[src/rdtl_pkg.sv]
package rdtl_pkg;

  localparam int NUM_STATES = 256;
  localparam int MAX_RUNS   = 32;

  typedef enum logic [1:0] {
    OP_RUN_WR = 2'd0,
    OP_CNT_WR = 2'd1,
    OP_LOOKUP = 2'd2
  } op_t;

  typedef enum logic [1:0] {
    S_IDLE,
    S_COUNT,
    S_WALK,
    S_RESP
  } state_t;

  typedef struct packed {
    logic [1:0] opcode;
    logic [7:0] state_id;
    logic [4:0] slot;
    logic [7:0] run_len_minus_one;
    logic [7:0] run_target;
    logic [5:0] run_count;
    logic [7:0] symbol;
  } in_t;

  typedef struct packed {
    logic [7:0] next_state;
    logic       found;
  } out_t;

endpackage

[src/rdtl_count_mem.sv]
module rdtl_count_mem #(
  parameter int NUM_STATES = rdtl_pkg::NUM_STATES,
  parameter int ST_W       = 8,
  parameter int CNT_W      = 6
) (
  input  logic             clk,
  input  logic             rst,
  input  logic             wr_en,
  input  logic [ST_W-1:0]  wr_addr,
  input  logic [CNT_W-1:0] wr_data,
  input  logic             rd_en,
  input  logic [ST_W-1:0]  rd_addr,
  output logic [CNT_W-1:0] rd_data,
  output logic             clearing
);

  logic [CNT_W-1:0] mem [NUM_STATES];
  logic [ST_W-1:0]  clr_idx;

  // zero sweep after reset
  always_ff @(posedge clk) begin
    if (rst) begin
      clearing <= 1'b1;
      clr_idx  <= '0;
    end else if (clearing) begin
      if (clr_idx == ST_W'(NUM_STATES - 1)) begin
        clearing <= 1'b0;
      end
      clr_idx <= clr_idx + 1'b1;
    end
  end

  always_ff @(posedge clk) begin
    if (clearing) begin
      mem[clr_idx] <= '0;
    end else if (wr_en) begin
      mem[wr_addr] <= wr_data;
    end
    if (rd_en) begin
      rd_data <= mem[rd_addr];
    end
  end

endmodule

[config.mk]
export PLATFORM = sky130hd
export DESIGN_NAME = rdtl_count_mem
export DESIGN_NICKNAME = d
export VERILOG_FILES = /design/src/rdtl_pkg.sv /design/src/rdtl_count_mem.sv
export SDC_FILE = /design/constraint.sdc
export NUM_CORES = 1
export LEC_CHECK = 0
export ABC_AREA = 0
export BUFFER_PORTS_ARGS = -buffer_cell sky130_fd_sc_hd__clkbuf_2
export CAP_MARGIN = 15
export CORE_MARGIN = 1
export CORE_UTILIZATION = 55
export DETAILED_ROUTE_END_ITERATION = 12
export PLACE_DENSITY = 0.74
export SETUP_SLACK_MARGIN = 0.15
export SYNTH_ARGS = -nofsm -noshare
export SYNTH_HDL_FRONTEND = slang
export SYNTH_SLANG_ARGS = --single-unit
[constraint.sdc]
create_clock -name clk -period 7.49 [get_ports clk]
set_input_delay 0.3745 -clock clk [delete_from_list [all_inputs] [get_ports clk]]
set_output_delay 0.3745 -clock clk [all_outputs]
set_load 0.02 [all_outputs]
==> flow_summary.toml <==
[power_and_ir_drop]
power.share.clock_pct = 43.9
leakagePower_nw = 22.9
swShare_pct = 20.5
finalPower_w = 0.0179
power.density_mw_per_mm2 = 265
internal_power_w = 0.0143
vdd_drop_max_mv = 0.265
p_seq_share_pct = 52.5
pwr-share-comb_pct = 3.6
p_switching_w = 0.00368

[drt]
first_iter_violations = 4311
drc = 0
wire_per_inst_um = 31.0
vias_per_cell = 6.58
drtAntennaViolNets = 0
vias = 31000
drt-pass1-iter-count = 5
wirelength_mm = 146

[min_path]
hold_start = "rd_en"
hp-class = "in2reg"

[placed_design]
io_buffer_count = 32
place_congestion = 0.859
hpwlAfterDp_mm = 86.9
placed_cell_area_mm2 = 0.0624
dp.cells = 4433

[cts]
clkLatencyLatePin_ns = 0.78
clock_path_buffers = 3
clockRootBuffer = "clkbuf_16"
h-tree-depth = 4
cts_tree = "done"
cts.clk_slew.worst_paths_ns = 0.06
cts_buffers = 152
cts_sinks = 1551

[logic_synthesis]
synth.avg_cell_area_um2 = 19.8
synth-async-reset-ratio_pct = 0
ys_seq_area_share_pct = 76.6
ys_warn_count = 0
synth-edff-count = 1542
synth_flop_cell = "edfxtp_1"
synthesis.area_mm2 = 0.0607
post_synth_num_cell_types = 52
synth-seq-cells = 1551
synth_cells = 3060
syn-num-nets = 3087

[sta]
skew_ns = 0.0437
rsz0062_at_grt = "no"
final.setup.tns_ns = 0
worst_slew_pin_slew_ns = 1.16
maxSlewViolCount = 0
fin_crit_ns = 4.16
fmax_mhz = 241
finalSetupViolations = 0
slew_headroom_pct = 22.3
fin_crit_sh_pct = 55.5
finalHoldViolCount = 0
holdWs_ns = 0.0503

[floorplanning]
core_area_mm2 = 0.109
die_area_mm2 = 0.112
start_util_pct = 55.6
die_x_um = 334
core.rowCount = 121
fp.dieH_um = 334
top_level_ports = 33

[cells_and_area]
fillCellCount = 7270
final_common_cell = "edfxtp_1"
final_cell_area_mm2 = 0.0676
layout.cells.non_filler = 4716
finalNetCount = 3143
syn_to_final_growth_pct = 11.3
drive_above_1_share_pct = 20.5
final_cell_mix = "1542 x edfxtp_1, 326 x mux4_2, 292 x nor2_1"

[run]
maxCapViolations = 0

[grt]
busiest_layer = "met2"
grt_first_pass_wirelength_mm = 213
grt_pass1_vias = 31100
antenna_found_initial = 5
overflow = 0
grt_use_met2_pct = 42.0
grt.met3_usage_pct = 6.48
grt_max_degree = 181
grt.total_usage_pct = 26.6
use_met1_pct = 36.7

[worst_setup_path]
regToRegSetupSlack_ns = 3.33
crit_required_ns = 7.86
startpoint_type = "flip-flop"
crit_type = "reg2reg"
critical_path_arrival_ns = 4.53
worstPathMaxFanout = 23
r2r_start = "clearing$_SDFF_PP1_"
cp-startpoint = "clearing$_SDFF_PP1_"
cp-end-kind = "flip-flop"

[status]
status = "finished, final reports clean"
## sequential cells by signal (all words and copies together) (netlist names)
name,flops
clearing,1
clr_idx,8
mem,1536
rd_data,6
## area by class of cell
cell class	instances	area, um^2	share of cell area, %
flip-flops and latches	1551	46500	68.8
multi-input cells	1330	13500	20.0
clock buffers	182	4000	5.92
well taps	1476	1850	2.73
clock inverters	94	1140	1.69
repair buffers	77	611	0.903
inverters	4	15.0	0.0222
diodes	2	5.00	0.00740
## synth_stat cells, drive strengths merged (5+ instances only)
master	instances	area share, %
a211oi	33	0.41
a21boi	5	0.062
a21oi	41	0.34
a221oi	16	0.23
a22o	8	0.12
a22oi	72	0.89
a31oi	16	0.16
and2	15	0.15
buf	88	0.84
clkbuf	87	0.54
dfxtp	9	0.30
edfxtp	1542	76
mux2	13	0.24
mux2i	136	2.2
mux4	326	12
nand2	86	0.53
nand2b	20	0.21
nand3	31	0.26
nand3b	9	0.11
nor2	293	1.8
nor2b	31	0.32
nor3	13	0.11
nor4	6	0.062
o21ai	73	0.60
o221ai	17	0.25
o22ai	14	0.14
o31ai	8	0.099
or3	10	0.10
## cell families after synthesis
| logic type | Yosys count | synth area share [%] |
|---|---|---|
| xor+xnor | 5 | 0.0721 |
| compound gates | 323 | 3.58 |
| buf+inv | 179 | 1.40 |
| flops | 1551 | 76.6 |
| mux | 475 | 14.6 |
| simple gates | 526 | 3.80 |
| fa+ha+maj | 1 | 0.0206 |
## per-stage QoR
step,setup WS (ns),utilization (%)
after floorplan,2.22,-
after global placement,2.85,57.1
after detailed placement,2.79,57.2
after CTS,3.34,61.9
after global routing,3.18,61.9
final,3.33,61.9
## per-layer routing
metal | share of wire, % | vias to the layer above
met1 | 38 | 16100
li1 | - | 12700
met2 | 48 | 1968
met3 | 11 | 303
met5 | 0.019 | -
met4 | 3.0 | 4
## path summary, 6_finish.rpt
check | endpoint | cells after the start
setup reg to reg | mem[20][5]$_DFFE_PP_ | 6
setup / recovery | mem[20][5]$_DFFE_PP_ | 6
hold / removal | rd_data[5]$_DFFE_PP_ | 1
hold reg to reg | clr_idx[6]$_SDFFE_PP0P_ | 2
## power groups by stage
stage	logic [W]	clock network (W)	registers, W
floorplan	0.000417	0	0.00961
global placement	0.000616	0	0.00961
detailed placement	0.000625	0	0.00961
CTS	0.000631	0.00792	0.00942
global route	0.000664	0.00823	0.00942
finish	0.000639	0.00787	0.00942
## timing repair
action | in CTS | in global routing
gates resized for setup | 0 | 0
hold buffers | 1 | 0
hold endpoints to repair | 9 | 0
buffers inserted | 0 | 0
## critical path, stage by stage, from the launching register on
cell      delay (ns)
dfxtp_1         0.43
nor2b_2         0.40
buf_4           0.32
nand3b_1        0.13
o21ai_1         0.48
nand3_2         1.07
nor2_1          0.91
(Power assumes the default switching activity.)
